`config.mk`:
```
export PLATFORM = sky130hd
export DESIGN_NAME = console_line_editor_unit
export DESIGN_NICKNAME = d
export VERILOG_FILES = /design/src/design/cle_pkg.sv /design/src/design/console_line_editor_unit.sv /design/src/design/cle_out_stage.sv
export SDC_FILE = /design/constraint.sdc
export NUM_CORES = 1
export LEC_CHECK = 0
export ABC_CLOCK_PERIOD_IN_PS = 9100
export BUFFER_PORTS_ARGS = -buffer_cell sky130_fd_sc_hd__buf_2
export CORE_MARGIN = 2
export CORE_UTILIZATION = 45
export CTS_CLUSTER_DIAMETER = 30
export DETAILED_ROUTE_END_ITERATION = 6
export GPL_TIMING_DRIVEN = 0
export PLACE_DENSITY = 0.72
export SYNTH_ARGS = -nofsm -noshare
export SYNTH_HDL_FRONTEND = slang
export SYNTH_SLANG_ARGS = --single-unit
```
`constraint.sdc`:
```
create_clock -name clk -period 9.1 [get_ports clk]
set_clock_uncertainty 0.05 [all_clocks]
set_input_delay 1.365 -clock clk [delete_from_list [all_inputs] [get_ports clk]]
set_output_delay 1.365 -clock clk [all_outputs]
set_load 0.02 [all_outputs]
```
`src/design/cle_pkg.sv`:
```
// ----------------------------------------------------------------------------
// Console line editor package
// Shared constants, key codes, result kinds, state codes and request types.
// ----------------------------------------------------------------------------
package cle_pkg;

  localparam int LINE_BYTES   = 64;
  localparam int RECALL_LIMIT = 60;
  localparam int ADDR_W       = $clog2(LINE_BYTES);
  localparam int LEN_W        = ADDR_W + 1;

  localparam logic [7:0] KEY_CTRLQ = 8'h11;
  localparam logic [7:0] KEY_CTRLS = 8'h13;
  localparam logic [7:0] KEY_BS    = 8'h08;
  localparam logic [7:0] KEY_DEL   = 8'h7F;
  localparam logic [7:0] KEY_ESC   = 8'h1B;
  localparam logic [7:0] KEY_TAB   = 8'h09;
  localparam logic [7:0] KEY_CR    = 8'h0D;
  localparam logic [7:0] KEY_LF    = 8'h0A;
  localparam logic [7:0] CHR_SPACE = 8'h20;
  localparam logic [7:0] CHR_STAR  = 8'h2A;
  localparam logic [7:0] CHR_NUL   = 8'h00;

  localparam logic       CMD_CHAR = 1'b0;
  localparam logic       CMD_READ = 1'b1;

  localparam logic [1:0] KIND_ECHO  = 2'd0;
  localparam logic [1:0] KIND_DONE  = 2'd1;
  localparam logic [1:0] KIND_ABORT = 2'd2;
  localparam logic [1:0] KIND_READ  = 2'd3;

  typedef enum logic [2:0] {
    S_IDLE,
    S_READ,
    S_ERASE,
    S_CRLF,
    S_TAB,
    S_DONE,
    S_COPY,
    S_FINISH
  } cle_state_t;

  typedef struct packed {
    logic       cmd;
    logic [7:0] char_in;
    logic [5:0] read_index;
  } cle_in_t;

  typedef struct packed {
    logic [1:0] kind;
    logic [7:0] data_byte;
    logic [6:0] line_length;
    logic       last;
  } cle_out_t;

  typedef struct packed {
    logic     push;
    logic     flush;
    cle_out_t res;
  } cle_gen_t;

endpackage

```
`src/design/console_line_editor_unit.sv`:
```
// ----------------------------------------------------------------------------
// Console line editor unit
// Builds a text line from received characters, echoes, erases, aborts,
// completes lines and replays the previous line; reads back line bytes.
// ----------------------------------------------------------------------------
// Usage:
//   Requests enter on in_req when start is high and busy is low. Each result
//   appears on out_res for one cycle with out_strobe high; last marks the
//   final result of a request. The receiver cannot stall the unit.
//   cfg_data sets echo_plain on cfg_valid; cfg_ready is always high.
// Sequencing:
//   A result is held in a pending register until the next result or the
//   closing flush moves it to the output register. A plain character goes
//   through accept and finish, a read through accept, read and finish, an
//   erase through accept, backspace, space, backspace and finish. Recall
//   replay copies one replayed byte per cycle from the recall memory read
//   port. Completing a line adds a step to close the line and a copy of it
//   through the line memory read port into the recall memory.
// Reset:
//   Empty line, nothing to recall, echo_plain set. Both memories hold
//   unknown data until written; no clearing pass is run.
// ----------------------------------------------------------------------------
module console_line_editor_unit (
  input  logic              clk,
  input  logic              rst_n,
  input  logic              start,
  output logic              busy,
  input  cle_pkg::cle_in_t  in_req,
  input  logic              cfg_valid,
  output logic              cfg_ready,
  input  logic              cfg_data,
  output logic              out_strobe,
  output cle_pkg::cle_out_t out_res
);
  import cle_pkg::*;

  cle_state_t state_r, state_nxt;
  logic [LEN_W-1:0] fill_r, fill_nxt;
  logic [LEN_W-1:0] recall_len_r, recall_len_nxt;
  logic [LEN_W-1:0] idx_r, idx_nxt;
  logic             echo_plain_r;

  logic [7:0]        line_mem [LINE_BYTES];
  logic [7:0]        recall_mem [LINE_BYTES];
  logic [7:0]        line_rd_r, recall_rd_r;
  logic              line_we, recall_we;
  logic [ADDR_W-1:0] line_wa, line_ra, recall_wa, recall_ra;
  logic [7:0]        line_wd, recall_wd;

  cle_gen_t         gen;
  logic [LEN_W-1:0] fill_inc;
  logic [LEN_W-1:0] idx_inc;
  logic [7:0]       echo_chr;
  logic             tab_go;

  assign fill_inc  = fill_r + LEN_W'(1);
  assign idx_inc   = idx_r + LEN_W'(1);
  assign busy      = (state_r != S_IDLE);
  assign cfg_ready = 1'b1;

  always_comb begin
    state_nxt      = state_r;
    fill_nxt       = fill_r;
    recall_len_nxt = recall_len_r;
    idx_nxt        = idx_r;
    line_we        = 1'b0;
    line_wa        = fill_r[ADDR_W-1:0];
    line_wd        = CHR_NUL;
    line_ra        = idx_inc[ADDR_W-1:0];
    recall_we      = 1'b0;
    recall_wa      = idx_r[ADDR_W-1:0];
    recall_wd      = line_rd_r;
    recall_ra      = idx_inc[ADDR_W-1:0];
    gen            = '0;
    echo_chr       = CHR_STAR;
    tab_go         = 1'b0;

    unique case (state_r)
      S_IDLE: begin
        if (start) begin
          if (in_req.cmd == CMD_READ) begin
            line_ra   = in_req.read_index;
            state_nxt = S_READ;
          end else begin
            echo_chr = echo_plain_r ? in_req.char_in : CHR_STAR;
            case (in_req.char_in) inside
              KEY_CTRLQ, KEY_CTRLS: begin
                state_nxt = S_IDLE;
              end
              KEY_BS, KEY_DEL: begin
                if (fill_r != '0) begin
                  fill_nxt  = fill_r - LEN_W'(1);
                  idx_nxt   = '0;
                  state_nxt = S_ERASE;
                end
              end
              KEY_ESC: begin
                line_we            = 1'b1;
                line_wd            = CHR_NUL;
                fill_nxt           = '0;
                gen.push           = 1'b1;
                gen.res.kind       = KIND_ABORT;
                state_nxt          = S_FINISH;
              end
              KEY_TAB: begin
                idx_nxt   = '0;
                recall_ra = '0;
                state_nxt = S_TAB;
              end
              KEY_CR: begin
                line_we   = 1'b1;
                line_wd   = KEY_CR;
                fill_nxt  = fill_inc;
                state_nxt = S_CRLF;
              end
              default: begin
                line_we           = 1'b1;
                line_wd           = in_req.char_in;
                fill_nxt          = fill_inc;
                gen.push          = 1'b1;
                gen.res.kind      = KIND_ECHO;
                gen.res.data_byte = echo_chr;
                if (in_req.char_in == KEY_LF || fill_inc >= LEN_W'(LINE_BYTES - 2)) begin
                  state_nxt = S_DONE;
                end else begin
                  state_nxt = S_FINISH;
                end
              end
            endcase
          end
        end
      end

      S_READ: begin
        gen.push          = 1'b1;
        gen.res.kind      = KIND_READ;
        gen.res.data_byte = line_rd_r;
        state_nxt         = S_FINISH;
      end

      S_ERASE: begin
        gen.push          = 1'b1;
        gen.res.kind      = KIND_ECHO;
        gen.res.data_byte = (idx_r == LEN_W'(1)) ? CHR_SPACE : KEY_BS;
        idx_nxt           = idx_inc;
        if (idx_r == LEN_W'(2)) begin
          state_nxt = S_FINISH;
        end
      end

      S_CRLF: begin
        line_we           = 1'b1;
        line_wd           = KEY_LF;
        fill_nxt          = fill_inc;
        gen.push          = 1'b1;
        gen.res.kind      = KIND_ECHO;
        gen.res.data_byte = echo_plain_r ? KEY_LF : CHR_STAR;
        state_nxt         = S_DONE;
      end

      S_TAB: begin
        tab_go = (idx_r < recall_len_r) && (idx_r < LEN_W'(LINE_BYTES))
                 && (recall_rd_r != KEY_CR) && (recall_rd_r != KEY_LF)
                 && (recall_rd_r != CHR_NUL)
                 && (fill_r < LEN_W'(RECALL_LIMIT))
                 && (fill_r < LEN_W'(LINE_BYTES - 2));
        if (tab_go) begin
          line_we           = 1'b1;
          line_wd           = recall_rd_r;
          fill_nxt          = fill_inc;
          gen.push          = 1'b1;
          gen.res.kind      = KIND_ECHO;
          gen.res.data_byte = echo_plain_r ? recall_rd_r : CHR_STAR;
          idx_nxt           = idx_inc;
          recall_ra         = idx_inc[ADDR_W-1:0];
        end else if (fill_r >= LEN_W'(LINE_BYTES - 2)) begin
          state_nxt = S_DONE;
        end else begin
          state_nxt = S_FINISH;
        end
      end

      S_DONE: begin
        line_we             = 1'b1;
        line_wd             = CHR_NUL;
        recall_len_nxt      = fill_r;
        gen.push            = 1'b1;
        gen.res.kind        = KIND_DONE;
        gen.res.line_length = fill_r;
        fill_nxt            = '0;
        idx_nxt             = '0;
        line_ra             = '0;
        state_nxt           = S_COPY;
      end

      S_COPY: begin
        if (idx_r < recall_len_r) begin
          recall_we = 1'b1;
          recall_wa = idx_r[ADDR_W-1:0];
          recall_wd = line_rd_r;
          line_ra   = idx_inc[ADDR_W-1:0];
          idx_nxt   = idx_inc;
        end else begin
          state_nxt = S_FINISH;
        end
      end

      S_FINISH: begin
        gen.flush = 1'b1;
        state_nxt = S_IDLE;
      end

      default: begin
        state_nxt = S_IDLE;
      end
    endcase
  end

  always_ff @(posedge clk) begin
    if (!rst_n) begin
      state_r      <= S_IDLE;
      fill_r       <= '0;
      recall_len_r <= '0;
      idx_r        <= '0;
      echo_plain_r <= 1'b1;
    end else begin
      state_r      <= state_nxt;
      fill_r       <= fill_nxt;
      recall_len_r <= recall_len_nxt;
      idx_r        <= idx_nxt;
      if (cfg_valid && cfg_ready) begin
        echo_plain_r <= cfg_data;
      end
    end
  end

  always_ff @(posedge clk) begin
    if (line_we) begin
      line_mem[line_wa] <= line_wd;
    end
    line_rd_r <= line_mem[line_ra];
  end

  always_ff @(posedge clk) begin
    if (recall_we) begin
      recall_mem[recall_wa] <= recall_wd;
    end
    recall_rd_r <= recall_mem[recall_ra];
  end

  cle_out_stage u_out_stage (
    .clk        (clk),
    .rst_n      (rst_n),
    .gen        (gen),
    .out_strobe (out_strobe),
    .out_res    (out_res)
  );

endmodule

```
`src/design/cle_out_stage.sv`:
```
// ----------------------------------------------------------------------------
// Console line editor result stage
// Holds one pending result so the final one of a request carries the last flag.
// ----------------------------------------------------------------------------
module cle_out_stage (
  input  logic              clk,
  input  logic              rst_n,
  input  cle_pkg::cle_gen_t gen,
  output logic              out_strobe,
  output cle_pkg::cle_out_t out_res
);
  import cle_pkg::*;

  logic     pend_v_r, pend_v_nxt;
  cle_out_t pend_r, pend_nxt;
  logic     strobe_r, strobe_nxt;
  cle_out_t res_r, res_nxt;

  always_comb begin
    pend_v_nxt = pend_v_r;
    pend_nxt   = pend_r;
    strobe_nxt = 1'b0;
    res_nxt    = res_r;
    if (gen.push) begin
      if (pend_v_r) begin
        strobe_nxt   = 1'b1;
        res_nxt      = pend_r;
        res_nxt.last = 1'b0;
      end
      pend_v_nxt = 1'b1;
      pend_nxt   = gen.res;
    end else if (gen.flush && pend_v_r) begin
      strobe_nxt   = 1'b1;
      res_nxt      = pend_r;
      res_nxt.last = 1'b1;
      pend_v_nxt   = 1'b0;
    end
  end

  always_ff @(posedge clk) begin
    if (!rst_n) begin
      pend_v_r <= 1'b0;
      strobe_r <= 1'b0;
    end else begin
      pend_v_r <= pend_v_nxt;
      strobe_r <= strobe_nxt;
    end
  end

  always_ff @(posedge clk) begin
    pend_r <= pend_nxt;
    res_r  <= res_nxt;
  end

  assign out_strobe = strobe_r;
  assign out_res    = res_r;

endmodule
```
Word-level counts from Yosys, hierarchy flattened
Memory sizes are Yosys's and may differ from the RTL's. A register that Yosys moved wholly into a read port is not among the register bits.
Cells that the tools add are included.
- output and inout bits: 21
- memories kept: 2
- flip-flop bits (word level): 62
- memory bits (writable): 1024
- memory list (memory ; depth ; bits a word ; read ports ; clocked after Yosys merged registers in ; wr ports ; line ; source):
    line_mem ; 64 ; 8 ; 1 ; 1 ; 1 ; console_line_editor_unit.sv:43 ; logic [7:0] line_mem [LINE_BYTES];
    recall_mem ; 64 ; 8 ; 1 ; 1 ; 1 ; console_line_editor_unit.sv:44 ; logic [7:0] recall_mem [LINE_BYTES];
- add/subtract/negate cells: 3
- equality and inequality tests: 33
- $lt $le $gt $ge: 6
- reduce and logical (&&, ||, !) cells: 23
- muxes and demuxes: 100
- operators by type and width (kind ; number):
    8-bit 2-to-1 mux ; 16
    7-bit 2-to-1 mux ; 17
    6-bit 2-to-1 mux ; 11
    18-bit 2-to-1 mux ; 3
    8-bit one-hot mux with 5 select lines ; 1
    7-bit one-hot mux with 5 select lines ; 1
    3-bit 2-to-1 mux ; 11
    8-bit by 4-bit equality test with 1-bit output, second input constant ; 4
    7-bit one-hot mux with 4 select lines ; 1
    1-bit 2-to-1 mux ; 26
    8-bit by 5-bit equality test with 1-bit output, second input constant ; 3
    3-bit one-hot mux with 8 select lines ; 1
    8-bit one-hot mux with 3 select lines ; 1
    10-bit 2-to-1 mux ; 2
    2-bit != test, second input constant ; 8
    8-bit by 4-bit != test with 1-bit output, second input constant ; 2
    7-bit by 1-bit adder with 7-bit output, second input constant ; 2
    7-bit by 6-bit >= comparator with 1-bit output, second input constant ; 2
    7-bit by 6-bit < comparator with 1-bit output, second input constant ; 2
    3-bit equality test, second input constant ; 4
    6-bit one-hot mux with 2 select lines ; 1
    2-bit 2-to-1 mux ; 5
    9-bit AND reduction ; 1
    8-bit by 7-bit equality test with 1-bit output, second input constant ; 1
    28 further kinds ; 39

Logic depth before layout (Yosys ltp)
Gate-level depths: netlist of the first run.
- word-level depth: 12
- gate-level depth with buffers: 16
- gate-level depth less buffers: 10

Modules after synthesis
Synthesis of the first run repeated with hierarchy kept, for this count alone.
- cells, all modules: 3047
- area total of the unflattened synthesis: 44819.2 um2
- modules (own cells, without submodules) (module ; instances ; area an instance (um2) ; cells an instance):
    console_line_editor_unit ; 1 ; 43696.9 ; 3005
    cle_out_stage ; 1 ; 1122.3 ; 42

Worst setup path before layout of the first run
OpenSTA, ideal clock, no wires.
- path type: in2reg
- start point: in start
- end point: reg u_out_stage.res_r, in the netlist u_out_stage.out_res[0] (enable)
- cell stages on the path: 8
- arrival: 4130 ps
- buffers on the path: 1
- required time: 8628 ps
- slack: 4497 ps
- library setup time: 422 ps
- path through: nor2b_1 nand2_1 o21ba_2 clkbuf_1 a21boi_0 nand2_1 a32o_1 a21boi_0
- word-level cells in the longest chain between the ends: 4
- elaborated cells on any way between the ends: 5
- classes of those cells: eq/ne: 1; mux: 2; reduce/logical: 2
- ends and longest elaborated chain (item ; line ; source):
    start: declaration ; console_line_editor_unit.sv:26 ; input logic start,
    1-bit 2-to-1 mux (*) ; console_line_editor_unit.sv:80 ; if (start) begin
    1-bit one-hot mux with 3 select lines (*) ; console_line_editor_unit.sv:78 ; unique case (state_r)
    2-bit by 1-bit != test with 1-bit output (no line) or 2-bit nonzero test (tied branches) ; - ;
    2-bit AND reduction (no line) (*) ; - ;
    end signal: assignment ; cle_out_stage.sv:52 ; res_r <= res_nxt;
    end: declaration ; cle_out_stage.sv:17 ; cle_out_t res_r, res_nxt;
Every way passes the cells marked *; elsewhere a longest branch is shown, timed or not.
A chain may end at the register's enable or synchronous reset.

Final worst setup path of the first run
- start point: reg idx_r[0]
- end point: reg recall_rd_r[5], read port of recall_mem
- word-level cells in the longest chain between the ends: 8
- ends and longest elaborated chain (item ; line ; source):
    start: declaration ; console_line_editor_unit.sv:40 ; logic [LEN_W-1:0] idx_r, idx_nxt;
    start signal: assignment ; console_line_editor_unit.sv:230 ; idx_r <= idx_nxt;
    7-bit by 1-bit adder with 7-bit output (*) ; console_line_editor_unit.sv:57 ; assign idx_inc = idx_r + LEN_W'(1);
    6-bit 2-to-1 mux (4 in a row) ; console_line_editor_unit.sv:86 ; case (in_req.char_in) inside
    6-bit 2-to-1 mux ; console_line_editor_unit.sv:81 ; if (in_req.cmd == CMD_READ) begin
    6-bit 2-to-1 mux ; console_line_editor_unit.sv:80 ;
    6-bit 2-to-1 mux (*) ; - ;
    end: declaration ; console_line_editor_unit.sv:45 ; logic [7:0] line_rd_r, recall_rd_r;
Marks and branches as above.

==> results of run 1 <==
-- final timing paths --
path	slack [ns]	depth (start not counted)	startpoint	to
setup / recovery	2.07	13	idx_r[0]$_SDFFE_PN0P_	recall_rd_r[5]$_DFF_P_
hold / removal	0.37	0	u_out_stage.pend_r[1]$_SDFFCE_PN0P_	u_out_stage.out_res[1]$_DFFE_PP_
setup reg to reg	2.07	13	idx_r[0]$_SDFFE_PN0P_	recall_rd_r[5]$_DFF_P_
hold reg to reg	0.37	0	u_out_stage.pend_r[1]$_SDFFCE_PN0P_	u_out_stage.out_res[1]$_DFFE_PP_
-- cells in the final DEF (no fill, tap or decap), drive strengths merged, types with 50 or more instances in the layout --
cell,instances
edfxtp,1059
nand2,416
clkbuf,316
nor2,202
buf,140
mux2i,128
nand3,122
a211oi,119
a21oi,117
and3,90
o21ai,83
clkinv,67
a31oi,60
inv,55
o22ai,50
-- logic make-up after synthesis --
family / Yosys count / share of synthesized area (%)
flip-flops: 1102 / 72.7
AO/OA/AOI/OAI: 620 / 9.58
adder cells (fa/ha/maj): 13 / 0.362
buffers and inverters: 231 / 2.13
multiplexers: 176 / 4.93
XOR/XNOR: 11 / 0.214
AND/OR/NAND/NOR: 989 / 10.1
other: 1 / 0.00835
-- metrics by stage --
step / cell area [um^2] / hold slack [ns] / worst slack (ns) / std cells
floorplan: 44900 / 0.350 / 4.50 / 3143
global placement: 46700 / 0.352 / 2.55 / 4467
detailed placement: 47100 / 0.355 / 2.61 / 4483
CTS: 53100 / 0.367 / 2.59 / 4815
global route: 53100 / 0.375 / 2.36 / 4817
finish: 53100 / 0.366 / 2.07 / 4819
-- power by group --
part	leakage [uW]	total [uW]	internal (uW)	switching (uW)
clock	0.00286	6680	4130	2550
combinational	0.00477	4080	1110	2970
sequential	0.0100	6430	6170	262
total	0.0177	17200	11400	5780
-- flip-flops by register name, summed over array words and instances, names as in the netlist, 3 cells and up --
signal and count:
fill_r 7, idx_r 7, line_mem 512, line_rd_r 8, recall_len_r 7, recall_mem 512, recall_rd_r 8, state_r 3
u_out_stage.out_res 18, u_out_stage.pend_r 17
-- layout make-up --
type / count / area (um^2)
antenna: 3 / 7.51
buffer: 203 / 853
clock buffer: 199 / 4510
clock inverter: 133 / 1490
fill: 7790 / 45600
inverter: 28 / 105
multi-input combinational: 1810 / 11400
sequential: 1102 / 32700
tap: 1287 / 1610
timing repair buffer: 54 / 505
-- worst max-delay path, cell delays in order (launching register included) --
cell      delay (ns)
dfxtp_1         0.43
clkinv_1        0.46
clkbuf_1        0.52
clkbuf_1        0.54
ha_1            0.47
buf_2           0.30
clkinv_1        0.64
nor2_1          0.93
nand3_1         0.76
clkbuf_1        0.63
o22ai_1         0.33
o21ai_0         0.24
o221ai_1        0.34
o31ai_1         0.17
-- metal layers --
layer | up-vias | GRT usage (%) | part of all wire, % | wire length [um]
li1 | 12800 | - | - | -
met4 | 6 | 15.5 | 6.1 | 8760
met3 | 523 | 7.23 | 12 | 17200
met1 | 15300 | 35.5 | 37 | 52600
met5 | - | 0 | 0.032 | 46
met2 | 2306 | 42.7 | 45 | 65200
==> impl_metrics.ini, run 1 <==
[synthesis]
synthArstFlopShare_pct = 0
netlist_instances = 3143
synth_area_per_cell_um2 = 14.3
ys_types = 87
syn_nets = 3176
synth.largest_area_cell = edfxtp_1
synth_top_area_share_pct = 70.8
synth-edff-count = 1059
ys.flop_type = edfxtp_1
ys_ff_latch = 1102
ys_warn_count = 0
yosysMostFrequentCell = edfxtp_1
yosysSeqAreaShare_pct = 72.7
yosys-top-cells-area = edfxtp_1 (71%), nand2_1 (3.5%), mux2i_1 (2.9%)
synth_area_um2 = 44900
synth_common_cells = edfxtp_1 (1059), nand2_1 (415), nor2_1 (202)

[critical_path]
critPathMaxFanout = 10
start_kind = register
cp_data_required_time_ns = 9.66
cp_data_arrival_time_ns = 7.58
critPathCaptureType = register
crit_type = register to register

[clocking]
cts_hold_buffers = 0
cts_tree = yes
root_buffer = clkbuf_16
cts.htree.levels = 4
cts.path.max_buffers = 3
cts.clk_slew.worst_paths_ns = 0.05
cts_resized = 0
clkLatencyLatePin_ns = 0.77
post-cts-setup-buffers = 0
clock-sinks = 1102
numCtsBuffers = 176

[timing]
period_share_pct = 77.2
max_slew_margin_pct = -0.183
rsz0062_at_grt = no
worst_pin_slew_ns = 1.49
finalCriticalPeriod_ns = 7.03
hold_viol_final = 0
drv_slew = 1
finalSetupViolCount = 0
clock.fmax_mhz = 142
fin_tns_setup_ns = 0

[layout]
utilization_pct = 53.8
drive_above_1_share_pct = 14.2
finalNetCount = 3408
area_growth_pct = 18.2

[power]
cellPowerDensity_nw_per_um2 = 324
power_uw = 17200
leakage_uw = 0.0177
vdd_drop_max_uv = 194

[detailed_routing]
first_pass_iters = 7
post_drt_wl_per_cell_um = 29.8
route.detailed.drc = 0
viasPerCell = 6.41
dr_total_vias = 30900
drt_wl_total_um = 144000
initialDrtViolationCount = 5081
drtAntennaViolNets = 0

[die]
die_w_um = 320
dieArea_um2 = 102000
start_util_pct = 45.5
fp.dieH_um = 320
ios = 41
core_region_area_um2 = 98700
rows = 115

[global_routing]
grt_usage_pct = 27.6
grt_overflow = 0
grt_max_degree = 66
grt_pass1_vias = 29700
antenna_found_initial = 7
grt_pass1_wl_um = 204000

[placement]
hpwl_um = 95100
io_buffers = 37
gp_congestion = 0.995

[job]
max_cap_viol_count = 1

[run_status]
failed_checks = capacitance limit, slew limit
outcome = finished with violations

[min_path]
hp-class = register to register
(Power assumes the default switching activity.)
==> run 2, diff against run 1 <==
- ABC_CLOCK_PERIOD_IN_PS: 9100 -> 5800
- PLACE_DENSITY: 0.72 -> 0.74
- clock period: 9.1 -> 5.8 ns (I/O delays scaled with it)
==> impl_metrics.ini, run 2 (synthesis gave the netlist of run 1 again) <==
[run_status]
outcome = finished with violations
failed_checks = DRC, setup timing

[power]
p_switching_uw = 9050
p_int_uw = 18100
clockPowerShare_pct = 39.2
swShare_pct = 33.3
power_uw = 27100
leakage_uw = 0.0178
combPwrFrac_pct = 23.2
vdd_drop_max_uv = 411
pwr-share-seq_pct = 37.5
cellPowerDensity_nw_per_um2 = 510

[layout]
final_common_cell = edfxtp_1
area_growth_pct = 18.4
drive_above_1_share_pct = 14.8
final_cell_mix = edfxtp_1 (1059), nand2_1 (414), nor2_1 (201)
finalNetCount = 3402
register_area_um2 = 32700
multiInputGateArea_um2 = 11400
utilization_pct = 53.9
fillers = 7793
layout.cells.non_filler = 4802

[timing]
rsz0062_at_grt = no
clock.fmax_mhz = 169
max_slew_margin_pct = 2.79
hold_viol_final = 0
finalCriticalPeriod_ns = 5.93
hold_ws_ns = 0.267
drv_slew = 0
period_share_pct = 102
finalSetupViolCount = 3
worst_slack_ns = -0.133
worst_pin_slew_ns = 1.45

[placement]
gp_congestion = 0.973
hpwl_um = 95200
dp.cells = 4482
io_buffers = 37
dp_slack_ns = -0.735

[global_routing]
grt_pass1_wl_um = 206000
grt_usage_pct = 28.0
grt_max_degree = 66
grt_overflow = 0
grt_pass1_vias = 29900
antenna_found_initial = 6

[critical_path]
critPathMaxFanout = 10
start_kind = register
worst_path_max_delay_cell = o2111ai_1
crit_type = register to register
reg2reg_slack_ns = -0.13
critPathMostFrequentCell = clkbuf_1
path_cells = clkinv_1, clkbuf_1, clkbuf_2, ha_1, buf_2, clkinv_2, nor2_2, nand3_2, clkbuf_1, o2111ai_1, o211ai_1, o21ai_0, o22ai_1
cp_data_arrival_time_ns = 6.49
cp_slowest_stage_delay_ns = 0.63
critPathCaptureType = register
cp_data_required_time_ns = 6.36

[detailed_routing]
drtAntennaViolNets = 0
route.detailed.drc = 1
viasPerCell = 6.44
post_drt_wl_per_cell_um = 30.3
first_pass_iters = 7
initialDrtViolationCount = 5013
drt_wl_total_um = 146000
dr_total_vias = 30900

[min_path]
hp-class = input pin to register

[clocking]
cts_tree = yes
root_buffer = clkbuf_16
numCtsBuffers = 173
cts.htree.levels = 4
post-cts-setup-buffers = 0
clock-sinks = 1102
clkLatencyLatePin_ns = 0.77
cts.path.max_buffers = 3
cts.clk_slew.worst_paths_ns = 0.05
cts_hold_buffers = 0

[die]
die_w_um = 320
ios = 41
rows = 115
fp.dieH_um = 320
start_util_pct = 45.5
dieArea_um2 = 102000
core_region_area_um2 = 98700

[job]
max_cap_viol_count = 0
==> run 2: cell types whose count changed in the layout (fill, tap and decap cells not counted), moves of 3 or more <==
cell	before	now
buf_12	15	12
bufinv_16	17	22
clkbuf_1	139	112
clkbuf_2	0	10
clkinv_16	4	1
clkinv_2	22	27
clkinvlp_4	22	16
inv_6	21	16
inv_8	6	10
nor4_1	18	12
nor4_4	1	5
==> run 2: per-stage QoR <==
stage | instance area (um^2) | setup TNS, ns
global placement | 46700 | -9.57
finish | 53200 | -0.347
detailed placement | 47100 | -7.63
floorplan | 44900 | 0
CTS | 53200 | 0
global route | 53200 | 0
==> run 2: what timing repair did <==
item	in CTS	in global routing
resized for setup	16	13
setup endpoints to repair	14	11
cloned	0	0
==> run 2: worst paths after layout <==
kind,start,endpoint,depth (start not counted)
max reg2reg,idx_r[0]$_SDFFE_PN0P_,recall_rd_r[3]$_DFF_P_,13
min reg2reg,u_out_stage.pend_r[11]$_DFFE_PP_,u_out_stage.out_res[11]$_DFFE_PP_,0
min,cfg_data,echo_plain_r$_SDFFE_PN1P_,3
max,idx_r[0]$_SDFFE_PN0P_,recall_rd_r[3]$_DFF_P_,13
==> run 2: layer usage <==
metal	part of all wire, %	routed length (um)	track usage [%]	up-vias
met4	6.0	8670	16.3	6
met2	46	66500	43.3	2428
met3	12	18100	7.76	527
met5	0.030	44	0	-
li1	-	-	-	12800
met1	36	52300	35.6	15200
==> run 2: layout make-up <==
cell class	count	area share, %
Inverter	28	0.200
Clock buffer	184	8.45
Buffer	202	1.62
Multi-Input combinational cell	1810	21.5
Sequential cell	1102	61.4
Antenna cell	2	0.00941
Clock inverter	135	2.88
Tap cell	1287	3.03
Timing Repair Buffer	52	0.889
==> run 2: power groups by stage <==
stage	logic, uW	registers (uW)	clock network (uW)
floorplan	3310	10200	0
detailed placement	6010	10300	0
global placement	5560	10600	0
CTS	6060	10200	10600
finish	6300	10200	10700
global route	6490	10200	11000
==> run 2: critical path, delay by kind of cell, from the launching register on <==
family	cells	cell delay [ns]
AO/OA/AOI/OAI	4	1.14
adder cells (fa/ha/maj)	1	0.39
buffers and inverters	6	2.70
flip-flops	1	0.44
AND/OR/NAND/NOR	2	1.03
